==> config.mk <==
export PLATFORM = sky130hd
export DESIGN_NAME = dsdo_ctrl
export DESIGN_NICKNAME = d
export VERILOG_FILES = /design/src/rtl/dsdo_pkg.sv /design/src/rtl/dsdo_ctrl.sv
export VERILOG_INCLUDE_DIRS = /design/src /design/src/rtl
export SDC_FILE = /design/constraint.sdc
export NUM_CORES = 1
export LEC_CHECK = 0
export ABC_CLOCK_PERIOD_IN_PS = 2000
export BUFFER_PORTS_ARGS = -buffer_cell sky130_fd_sc_hd__buf_2
export CAP_MARGIN = 20
export CORE_UTILIZATION = 46
export CTS_CLUSTER_DIAMETER = 80
export DETAILED_ROUTE_END_ITERATION = 7
export PLACE_DENSITY = 0.76
export REMOVE_ABC_BUFFERS = 1
export SLEW_MARGIN = 20
export SYNTH_ARGS = -nofsm -noshare
export SYNTH_HDL_FRONTEND = slang
export SYNTH_SLANG_ARGS = --single-unit
==> constraint.sdc <==
create_clock -name clk_i -period 2 [get_ports clk_i]
set_input_delay 0.4 -clock clk_i [delete_from_list [all_inputs] [get_ports clk_i]]
set_output_delay 0.4 -clock clk_i [all_outputs]
set_load 0.05 [all_outputs]
==> src/rtl/depth_sort_draw_order_macros.svh <==
// Assertion helpers used by dsdo_ctrl.
`ifndef DEPTH_SORT_DRAW_ORDER_MACROS_SVH
`define DEPTH_SORT_DRAW_ORDER_MACROS_SVH

// Same-cycle implication, held off during reset.
`define DSDO_ASSERT_IMPL(label, ante, cons) \
  label: assert property (@(posedge clk_i) disable iff (!rst_ni) (ante) |-> (cons)) \
    else $error("dsdo assertion failed");

// Next-cycle implication, held off during reset.
`define DSDO_ASSERT_NEXT(label, ante, cons) \
  label: assert property (@(posedge clk_i) disable iff (!rst_ni) (ante) |=> (cons)) \
    else $error("dsdo assertion failed");

`endif

==> src/rtl/dsdo_pkg.sv <==
package dsdo_pkg;

  localparam int MAX_ELEMENTS = 64;
  localparam int AW = $clog2(MAX_ELEMENTS);
  localparam int CW = $clog2(MAX_ELEMENTS + 1);

  localparam int TAG_W  = 16;
  localparam int POS_W  = 32;
  localparam int KEY_W  = 64;
  localparam int WORD_W = TAG_W + KEY_W;

  typedef enum logic [1:0] {
    KIND_ADD    = 2'd0,
    KIND_RENDER = 2'd1,
    KIND_CLEAR  = 2'd2,
    KIND_NONE   = 2'd3
  } kind_e;

  typedef enum logic [1:0] {
    MODE_Z    = 2'd0,
    MODE_SQ   = 2'd1,
    MODE_AXIS = 2'd2,
    MODE_NONE = 2'd3
  } mode_e;

  typedef enum logic [2:0] {
    REG_MODE   = 3'd0,
    REG_POS_X  = 3'd1,
    REG_POS_Y  = 3'd2,
    REG_POS_Z  = 3'd3,
    REG_DIR_X  = 3'd4,
    REG_DIR_Y  = 3'd5,
    REG_DIR_Z  = 3'd6,
    REG_UNUSED = 3'd7
  } reg_e;

  typedef struct packed {
    logic       load;
    logic       set_drop;
    logic       clear;
    logic       mul_en;
    logic       acc_en;
    logic [1:0] axis;
    logic       write;
    logic       render_start;
    logic       scan_start;
    logic       scan_en;
    logic       out_load;
  } cmd_t;

  typedef struct packed {
    logic full;
    logic empty;
    logic scan_done;
    logic out_fire;
    logic out_last;
  } status_t;

endpackage

==> src/rtl/dsdo_ctrl.sv <==
`include "depth_sort_draw_order_macros.svh"

module dsdo_ctrl import dsdo_pkg::*; (
  input  logic    clk_i,
  input  logic    rst_ni,
  input  logic    in_valid_i,
  input  logic [1:0] in_kind_i,
  output logic    in_ready_o,
  input  status_t status_i,
  output cmd_t    cmd_o
);

  typedef enum logic [5:0] {
    ST_IDLE  = 6'b000001,
    ST_KEY   = 6'b000010,
    ST_WRITE = 6'b000100,
    ST_SCAN  = 6'b001000,
    ST_LOAD  = 6'b010000,
    ST_WAIT  = 6'b100000
  } state_e;

  state_e     state_q, state_d;
  logic [1:0] step_q, step_d;
  logic       accept;

  assign in_ready_o = state_q == ST_IDLE;
  assign accept     = in_valid_i && in_ready_o;

  always_comb begin
    state_d = state_q;
    step_d  = step_q;
    cmd_o   = '0;
    case (state_q)
      ST_IDLE: begin
        if (accept) begin
          cmd_o.load = 1'b1;
          case (in_kind_i)
            KIND_ADD: begin
              if (status_i.full) begin
                cmd_o.set_drop = 1'b1;
              end else begin
                state_d = ST_KEY;
                step_d  = 2'd0;
              end
            end
            KIND_RENDER: begin
              if (!status_i.empty) begin
                cmd_o.render_start = 1'b1;
                cmd_o.scan_start   = 1'b1;
                state_d            = ST_SCAN;
              end
            end
            KIND_CLEAR: cmd_o.clear = 1'b1;
            default: ;
          endcase
        end
      end
      ST_KEY: begin
        cmd_o.mul_en = step_q != 2'd3;
        cmd_o.acc_en = step_q != 2'd0;
        cmd_o.axis   = step_q;
        step_d       = step_q + 2'd1;
        if (step_q == 2'd3) begin
          state_d = ST_WRITE;
        end
      end
      ST_WRITE: begin
        cmd_o.write = 1'b1;
        state_d     = ST_IDLE;
      end
      ST_SCAN: begin
        cmd_o.scan_en = 1'b1;
        if (status_i.scan_done) begin
          state_d = ST_LOAD;
        end
      end
      ST_LOAD: begin
        cmd_o.out_load = 1'b1;
        state_d        = ST_WAIT;
      end
      ST_WAIT: begin
        if (status_i.out_fire) begin
          if (status_i.out_last) begin
            state_d = ST_IDLE;
          end else begin
            cmd_o.scan_start = 1'b1;
            state_d          = ST_SCAN;
          end
        end
      end
      default: state_d = ST_IDLE;
    endcase
  end

  always_ff @(posedge clk_i or negedge rst_ni) begin
    if (!rst_ni) begin
      state_q <= ST_IDLE;
      step_q  <= 2'd0;
    end else begin
      state_q <= state_d;
      step_q  <= step_d;
    end
  end

  `DSDO_ASSERT_IMPL(a_write_not_full, state_q == ST_WRITE, !status_i.full)
  `DSDO_ASSERT_NEXT(a_key_to_write, state_q == ST_KEY && step_q == 2'd3, state_q == ST_WRITE)
  `DSDO_ASSERT_IMPL(a_fire_in_wait, status_i.out_fire, state_q == ST_WAIT)
  `DSDO_ASSERT_NEXT(a_scan_to_load, state_q == ST_SCAN && status_i.scan_done, state_q == ST_LOAD)

endmodule

==> results.json, run 1 <==
{
  "start_util_pct": 52.2,
  "yosysWarnings": 0,
  "syn_avg_cell_area_um2": 9.00,
  "yosysTopAreaCell": "dfrtp_1",
  "root_buffer": "clkbuf_4",
  "synth_compound_area_share_pct": 18.6,
  "ys_ff_latch": 8,
  "synth_seq_area_share_pct": 32.9,
  "synth-simple-area-share_pct": 36.0,
  "die_h_um": 38.5,
  "synthMuxAreaShare_pct": 1.84,
  "crit_endpoint": "cmd_o[2]",
  "fp-row-count": 12,
  "synth_edf_count": 0,
  "synth_top_flop_cell": "dfrtp_1",
  "outcome": "aborted with a tool error",
  "boundaryPins": 23,
  "h-tree-depth": 1,
  "postSynth.asyncResetShare_pct": 100,
  "portBuffers": 22,
  "synthDistinctLibCells": 37,
  "worst-ep-kind": "top-level output",
  "yosysTopAreaCellShare_pct": 28.6,
  "cts.sinks": 8,
  "die_width_um": 38.5,
  "firstError": "[ERROR DPL-0038] Utilization greater than 100%, impossible to legalize",
  "synth_top_family_by_area": "simple AND/OR/NAND/NOR gates",
  "netlist_top_cells_area": "dfrtp_1 (29%), nor3b_1 (4.9%), dfstp_2 (4.3%), ha_1 (4.1%), nor4_2 (4.1%)",
  "clk_path_buf_depth": 2,
  "numCtsBuffers": 3,
  "gp_congestion": 0.822,
  "synth_xor_xnor_area_share_pct": 1.43,
  "synth_fa_ha_area_share_pct": 4.09,
  "hpwl_um": 1320,
  "grt_max_degree": 9,
  "syn-cell-area_um2": 612,
  "failing_step": "global routing",
  "syn_inst": 68
}
==> stage by stage <==
stage          setup TNS, ns  instance area, µm²  worst slack [ns]  instances
3_3_place_gp         -0.0361                 836           -0.0361        116
4_1_cts                -1.20                1110            -0.182        129
3_5_place_dp          -0.139                 836           -0.0832        116
2_1_floorplan          -5.48                 603             -1.11         66
==> kinds of logic after synthesis <==
group                      after synthesis
and+or+nand+nor                         33
AOI/OAI and AO/OA                       15
buffers and inverters                    8
DFF                                      8
adders and majority gates                2
xor gates and xnor gates                 1
muxes                                    1
==> synthesized netlist by cell type, types with 2 or more instances <==
master,instances
nand2_1,3
nand2b_1,2
inv_1,5
o21ai_1,2
nor3_1,3
nor4_2,2
or4_4,2
dfrtp_1,7
o41ai_1,2
nor2_1,6
o21ai_0,2
and3_1,2
o21bai_1,2
ha_1,2
nor3b_1,4
==> timing repair <==
| action | 4_1_cts |
|---|---|
| endpoints found under the hold margin | 7 |
| gates resized for setup | 46 |
| gates cloned | 0 |
| pin swaps | 3 |
| buffers inserted | 8 |
| hold buffers | 1 |
| endpoints found under the setup margin | 13 |
==> run 2: changes to the inputs <==
- CORE_AREA: default -> 2 2 63 65
- CORE_UTILIZATION: 46 -> default
- CTS_CLUSTER_DIAMETER: 80 -> default
- DIE_AREA: default -> 0 0 65 67
- PLACE_DENSITY: 0.76 -> default
- PLACE_DENSITY_LB_ADDON: default -> 0.15
==> results.json, run 2 <==
{
  "cp-start-kind": "flop",
  "pwr_density_cell_nw_per_um2": 1170,
  "r2r_cells": 5,
  "crit_path_max_fanout": 6,
  "criticalPathCategory": "reg -> out",
  "grt_max_degree": 9,
  "largest_reg_flops": 6,
  "synth_seq_area_share_pct": 32.9,
  "core_um2": 3610,
  "crit_arrival_ns": 1.78,
  "setup_viol": 10,
  "fin_tns_setup_ns": -1.10,
  "cts.sinks": 8,
  "numCtsBuffers": 3,
  "syn2layout_area_growth_pct": 106,
  "portBuffers": 22,
  "leakage_uw": 0.000570,
  "r2r_setup_slack_ns": 0.07,
  "yosys-top-cells-count": "dfrtp_1 (7), nor2_1 (6), inv_1 (5)",
  "clock_latency_ns": 0.23,
  "hold_violations": 0,
  "rr_endpoint": "state_q[1]",
  "cts_tree": "done",
  "boundaryPins": 23,
  "cp-end-kind": "output port",
  "regMostFlops": "state_q",
  "overflow": 0,
  "vias": 703,
  "slew_violations": 0,
  "post_dp_cell_area_um2": 893,
  "layout_commonest_cell": "buf_4",
  "crit_path_max_incr_delay_ns": 0.56,
  "syn_inst": 68,
  "syn_avg_cell_area_um2": 9.00,
  "fin_crit_ns": 2.18,
  "skew_ns": 0.00662,
  "design_area_um2": 1260,
  "rsz0062_at_grt": "yes",
  "drt-initial-drc-count": 13,
  "timing.final.ws_setup_ns": -0.177,
  "nNetsFinal": 130,
  "start_util_pct": 17.0,
  "ys_ff_latch": 8,
  "drc_errors": 0,
  "finalCritPeriodShare_pct": 109,
  "drive_gt1_share_pct": 66.7,
  "synth.most_common_cell": "dfrtp_1",
  "h-tree-depth": 1,
  "gp_congestion": 0.693,
  "syn-cell-area_um2": 612,
  "die_h_um": 67,
  "grt_pass1_wl_um": 3180,
  "crit_end": "cmd_o[2]",
  "timing.rr.start": "state_q[0]",
  "die_width_um": 65,
  "whs_ns": 0.0104,
  "antenna_found_initial": 0,
  "cap_violations": 0,
  "yosysWarnings": 0,
  "yosysTopAreaCellShare_pct": 28.6,
  "dr.pass1.iters": 4,
  "grtUsageTotal_pct": 9.82,
  "postRouteAntennaNets": 0,
  "outcome": "finished, violations left",
  "violations": "negative setup slack",
  "cp_cell_sequence": "or4_4 > nor4_4 > a31o_1 > buf_6",
  "wl_per_cell_um": 12.5,
  "startpoint": "state_q[5]",
  "top_regs": "state_q: 6 flops, step_q: 2 flops",
  "netlist_top_cells_area": "dfrtp_1 (29%), nor3b_1 (4.9%), dfstp_2 (4.3%), ha_1 (4.1%), nor4_2 (4.1%)",
  "synthDistinctLibCells": 37,
  "synth_edf_count": 0,
  "vias_per_cell": 4.26,
  "root_buffer": "clkbuf_8",
  "cp_data_required_time_ns": 1.60,
  "clk_path_buf_depth": 2,
  "utilization_pct": 34.9,
  "hold_buffers": 0,
  "path_clk_slew_ns": 0.04,
  "max_freq_ghz": 0.459,
  "postSynth.asyncResetShare_pct": 100,
  "routed_wirelength_um": 2060,
  "hpwl_um": 1550,
  "min_path_type": "in -> async",
  "die_area_um2": 4360,
  "critPathSlowestCell": "or4_4",
  "yosysTopAreaCell": "dfrtp_1",
  "tightest_slew_ns": 0.399,
  "ir_worst_vdd_mv": 0.611,
  "final_cell_mix": "buf_4 (23), buf_6 (10), buf_2 (9), nor2_4 (5), buf_8 (5)",
  "fp-row-count": 22,
  "grt_pass1_vias": 716,
  "synth_top_flop_cell": "dfrtp_1",
  "slew_headroom_pct": 73.1,
  "diodes": 0
}
[run 2: cell counts after synthesis]
Identical to the previous run, type by type.
[run 2: logic make-up (layout without fill, tap and decap cells)]
family          after synthesis  count (layout)  synth area share (%)
buf+inv                       8              57                  5.11
flops                         8               8                  32.9
simple gates                 33              33                  36.0
xor+xnor                      1               1                  1.43
mux                           1               1                  1.84
compound gates               15              15                  18.6
fa+ha+maj                     2               2                  4.09
[run 2: power by group]
group          leakage [µW]  switching, µW  internal (µW)  total [µW]
combinational      0.000448            533            474        1010
sequential        0.0000990           43.1            215         258
clock             0.0000228           62.8            138         201
[run 2: worst min path at each step]
stage	slack, ns	end	from	depth (start not counted)
after CTS	0.01	step_q[1]	rst_ni	1
after detailed placement	0.26	step_q[1]	rst_ni	1
final	0.01	step_q[1]	rst_ni	1
after global placement	0.25	step_q[1]	rst_ni	1
after floorplan	0.10	state_q[1]	rst_ni	0
after global routing	0.01	state_q[1]	rst_ni	1
[run 2: worst max-delay path, delay by kind of cell (launching register included)]
kind,cells,cell delay [ns]
flops,1,0.44
compound gates,1,0.18
simple gates,2,0.76
buf+inv,1,0.17
[run 2: cell type report]
type                            instances  area, µm²
Clock buffer                            4       45.0
Timing Repair Buffer                   47        405
Inverter                                6       22.5
Multi-Input combinational cell         52        519
Sequential cell                         8        205
Fill cell                             377       2350
Tap cell                               48       60.1
[run 2: timing repair]
item | 4_1_cts | 5_1_grt
pin swaps | 5 | 6
gates resized for setup | 36 | 29
endpoints found under the setup margin | 14 | 16
buffers inserted | 2 | 7
[run 2: metrics by stage]
step | setup WS [ns] | instances | total power [µW]
finish | -0.177 | 165 | 1470
global placement | -0.134 | 152 | 947
CTS | -0.162 | 158 | 1270
floorplan | -1.11 | 66 | 696
detailed placement | -0.163 | 152 | 942
global route | -0.240 | 165 | 1570
[run 2: metal layers]
layer	up-vias	global-route usage [%]	wire length, µm
li1	352	-	-
met1	339	10.3	823
met2	10	18.0	1130
met3	2	2.20	81
met4	0	5.59	27
met5	-	0	0
Power figures use the tool's default switching activity.
==> run 3: changes to the inputs <==
==> constraint.sdc (replaced) <==
create_clock -name clk_i -period 2 [get_ports clk_i]
set_input_delay 0.1 -clock clk_i [delete_from_list [all_inputs] [get_ports clk_i]]
set_output_delay 0.1 -clock clk_i [all_outputs]
set_load 0.05 [all_outputs]
==> results.json, run 3 (same netlist as run 2, synthesis figures left out) <==
{
  "outcome": "finished, final reports clean",
  "busiest_layer": "met2",
  "drive_gt1_share_pct": 44.6,
  "routed_wirelength_um": 1690,
  "portBuffers": 22,
  "slew_violations": 0,
  "pwr_density_cell_nw_per_um2": 1180,
  "power_frac_comb_pct": 58.1,
  "die_h_um": 67,
  "num-fill-cells": 397,
  "nNetsFinal": 114,
  "crit_arrival_ns": 1.85,
  "max_freq_ghz": 0.513,
  "slew_headroom_pct": 76.9,
  "wl_per_cell_um": 11.3,
  "cp_data_required_time_ns": 1.90,
  "criticalPathCategory": "reg -> out",
  "setup_viol": 0,
  "dr.pass1.iters": 4,
  "crit_end": "cmd_o[1]",
  "layout_commonest_cell": "buf_2",
  "p_switching_uw": 506,
  "syn2layout_area_growth_pct": 51.3,
  "numCtsBuffers": 3,
  "largest_reg_flops": 6,
  "cp-end-kind": "output port",
  "regMostFlops": "state_q",
  "leakage_uw": 0.000447,
  "start_util_pct": 17.0,
  "drt-initial-drc-count": 11,
  "boundaryPins": 23,
  "cts.sinks": 8,
  "postRouteAntennaNets": 0,
  "design_area_um2": 926,
  "hold_violations": 0,
  "place_worst_setup_slack_ns": 0.0640,
  "utilization_pct": 25.7,
  "grtUsageTotal_pct": 8.22,
  "hold_path_depth": 2,
  "grt_util_met2_pct": 14.0,
  "timing.rr.start": "state_q[4]",
  "ir_worst_vdd_mv": 0.514,
  "finalPower_uw": 1090,
  "timing.final.ws_setup_ns": 0.0514,
  "cts_tree": "done",
  "met3_usage_pct": 1.86,
  "fp-row-count": 22,
  "min_path_type": "in -> reg",
  "hpwl_um": 1430,
  "finalCritPeriodShare_pct": 97.4,
  "cp-start-kind": "flop",
  "grt_max_degree": 10,
  "clock_latency_ns": 0.23,
  "tightest_slew_ns": 0.342,
  "h-tree-depth": 1,
  "rr_endpoint": "state_q[1]",
  "swShare_pct": 46.5,
  "crit_path_max_fanout": 8,
  "root_buffer": "clkbuf_8",
  "r2r_cells": 4,
  "diodes": 0,
  "die_area_um2": 4360,
  "cap_violations": 0,
  "seqPwrFrac_pct": 23.6,
  "vias_per_cell": 4.21,
  "r2r_setup_slack_ns": 0.14,
  "p_int_uw": 583,
  "top_regs": "state_q: 6 flops, step_q: 2 flops",
  "path_clk_slew_ns": 0.04,
  "rsz0062_at_grt": "yes",
  "drc_errors": 0,
  "die_width_um": 65,
  "core_um2": 3610,
  "grt_pass1_vias": 622,
  "antenna_found_initial": 0,
  "startpoint": "state_q[4]",
  "overflow": 0,
  "fin_cells": 149,
  "grt_pass1_wl_um": 2680,
  "post_dp_cell_area_um2": 818,
  "final_cell_mix": "buf_2 (19), buf_4 (9), nor2_1 (6), inv_1 (5), dfrtp_1 (5)",
  "use_met1_pct": 9.38,
  "vias": 627,
  "dp_cells": 142,
  "p_clk_share_pct": 18.3,
  "skew_ns": 0.00614,
  "clk_path_buf_depth": 2,
  "gp_congestion": 0.763,
  "fin_crit_ns": 1.95
}
-- run 3: per-stage QoR --
stage	setup TNS (ns)	hold slack, ns
5_1_grt	-0.00347	0.110
3_3_place_gp	0	-0.0420
3_5_place_dp	0	-0.0397
2_1_floorplan	-3.28	-0.196
4_1_cts	0	0.0938
6_report	0	0.0897
-- run 3: critical path: stages (launching register included) --
cell and delay (ns):
dfrtp_2 0.44, or4_1 0.51, or3b_4 0.44, inv_1 0.08
buf_6 0.15
-- run 3: area by class of cell --
| cell class | instances | area [µm²] | share of cell area [%] |
|---|---|---|---|
| timing repair buffer | 31 | 195 | 21.1 |
| tap | 48 | 60.1 | 6.49 |
| sequential | 8 | 204 | 22.0 |
| clock buffer | 4 | 45.0 | 4.86 |
| inverter | 6 | 22.5 | 2.43 |
| multi-input combinational | 52 | 399 | 43.1 |
-- run 3: worst min-delay path by stage --
stage	from	to	slack (ns)
2_1_floorplan	rst_ni	state_q[1]	-0.20
3_3_place_gp	rst_ni	state_q[3]	-0.04
3_5_place_dp	rst_ni	state_q[3]	-0.04
4_1_cts	status_i[2]	state_q[3]	0.09
5_1_grt	status_i[2]	state_q[3]	0.11
6_report	status_i[2]	state_q[3]	0.09
-- run 3: power groups by stage --
stage,clock network [µW],logic (µW),registers (µW)
finish,200,632,257
global route,212,696,264
CTS,206,635,258
detailed placement,0,621,259
global placement,0,626,258
floorplan,0,443,253
-- run 3: layer usage --
metal / up-vias / share of wire (%)
met3: 4 / 3.3
met4: 0 / 2.0
met2: 12 / 52
met1: 290 / 43
met5: - / 0
li1: 321 / -
-- run 3: timing repair --
action / in CTS / in global routing
gates resized for setup: 6 / 5
setup endpoints to repair: 3 / 3
hold buffers: 1 / 0
setup buffers: 0 / 2
pin swaps: 1 / 0
endpoints found under the hold margin: 8 / 0
==> run 4: changes to the inputs <==
- BUFFER_PORTS_ARGS: -buffer_cell sky130_fd_sc_hd__buf_2 -> default
- DONT_BUFFER_PORTS: default -> 1
==> results.json, run 4 (same netlist as run 2, synthesis figures left out) <==
{
  "path_clk_slew_ns": 0.05,
  "grt_pass1_vias": 627,
  "leakage_uw": 0.000447,
  "top_regs": "state_q: 6 flops, step_q: 2 flops",
  "cp-end-kind": "output port",
  "crit_path_max_fanout": 6,
  "overflow": 0,
  "startpoint": "state_q[1]",
  "clock_latency_ns": 0.23,
  "outcome": "finished, final reports clean",
  "grt_max_degree": 9,
  "grt_pass1_wl_um": 2990,
  "antenna_found_initial": 0,
  "boundaryPins": 23,
  "ir_worst_vdd_mv": 0.506,
  "portBuffers": 0,
  "fin_crit_ns": 1.96,
  "drive_gt1_share_pct": 48.4,
  "slew_headroom_pct": 74.5,
  "max_freq_ghz": 0.511,
  "min_path_type": "in -> reg",
  "pwr_density_cell_nw_per_um2": 1150,
  "syn2layout_area_growth_pct": 67.5,
  "cts.sinks": 8,
  "criticalPathCategory": "reg -> out",
  "cp-start-kind": "flop",
  "timing.rr.start": "state_q[2]",
  "gp_congestion": 0.703,
  "cp_data_required_time_ns": 1.90,
  "slew_violations": 0,
  "die_area_um2": 4360,
  "hpwl_um": 1530,
  "place_worst_setup_slack_ns": 0.0516,
  "numCtsBuffers": 3,
  "fin_tns_setup_ns": 0,
  "drc_errors": 0,
  "num-fill-cells": 389,
  "layout_commonest_cell": "buf_4",
  "min_from": "in_kind_i[1]",
  "cts_tree": "done",
  "cap_violations": 0,
  "clk_path_buf_depth": 2,
  "vias_per_cell": 4.31,
  "largest_reg_flops": 6,
  "fp-row-count": 22,
  "finalCritPeriodShare_pct": 97.9,
  "crit_arrival_ns": 1.86,
  "die_h_um": 67,
  "core_um2": 3610,
  "timing.final.ws_setup_ns": 0.0413,
  "dr.pass1.iters": 3,
  "drt-initial-drc-count": 13,
  "nNetsFinal": 108,
  "vias": 617,
  "skew_ns": 0.00780,
  "postRouteAntennaNets": 0,
  "setup_viol": 0,
  "rsz0062_at_grt": "yes",
  "wl_per_cell_um": 13.9,
  "h-tree-depth": 1,
  "hold_violations": 0,
  "whs_ns": 0.0818,
  "tightest_slew_ns": 0.382,
  "die_width_um": 65,
  "final_cell_mix": "buf_4 (13), buf_6 (7), inv_1 (5), nor2_2 (4), dfrtp_1 (4)",
  "diodes": 0,
  "grtUsageTotal_pct": 9.36,
  "routed_wirelength_um": 1980,
  "regMostFlops": "state_q",
  "start_util_pct": 17.0,
  "r2r_setup_slack_ns": 0.08,
  "root_buffer": "clkbuf_8"
}
-- run 4: path summary, 6_finish.rpt --
kind	endpoint	depth (start not counted)
min reg2reg	step_q[1]	2
max in group asynchronous	state_q[0]	1
max reg2reg	state_q[1]	4
max	cmd_o[1]	4
min	state_q[1]	2
min in group asynchronous	step_q[0]	1
-- run 4: where the power goes --
part | internal [µW] | switching [µW]
Sequential | 217 | 54.1
Clock | 138 | 62.1
Combinational | 290 | 419
Total | 644 | 536
-- run 4: final cells by class --
class,instances,area [µm²],area share [%]
well taps,48,60.1,5.86
flip-flops and latches,8,205,20.0
multi-input cells,52,445,43.5
inverters,6,22.5,2.20
clock buffers,4,45.0,4.40
repair buffers,25,246,24.1
-- run 4: through the flow --
stage / power (µW) / utilization [%] / cell area, µm² / std cells
after global routing: 1260 / 28.4 / 1020 / 143
final: 1180 / 28.4 / 1020 / 143
after global placement: 897 / 23.3 / 840 / 132
after floorplan: 696 / - / 603 / 66
after detailed placement: 891 / 23.3 / 840 / 132
after CTS: 1130 / 26.5 / 955 / 140
-- run 4: timing repair --
item                                   in CTS  in global routing
cloned                                      0                  0
buffers inserted                            1                  3
pin swaps                                   1                  4
endpoints found under the hold margin      10                  0
setup endpoints to repair                   4                  7
resized for setup                           6                 14
hold buffers                                3                  0
-- run 4: worst max-delay path, stage by stage, from the launching register on --
cell and delay, ns:
dfrtp_2 0.44, or4_4 0.53, or3b_4 0.42, inv_1 0.11, buf_12 0.14
-- run 4: metal layers --
layer,GRT usage (%),routed length [µm],up-vias
li1,-,-,310
met1,10.3,810,292
met2,16.9,1090,13
met3,2.03,70,2
met4,4.79,14,0
met5,0,0,-
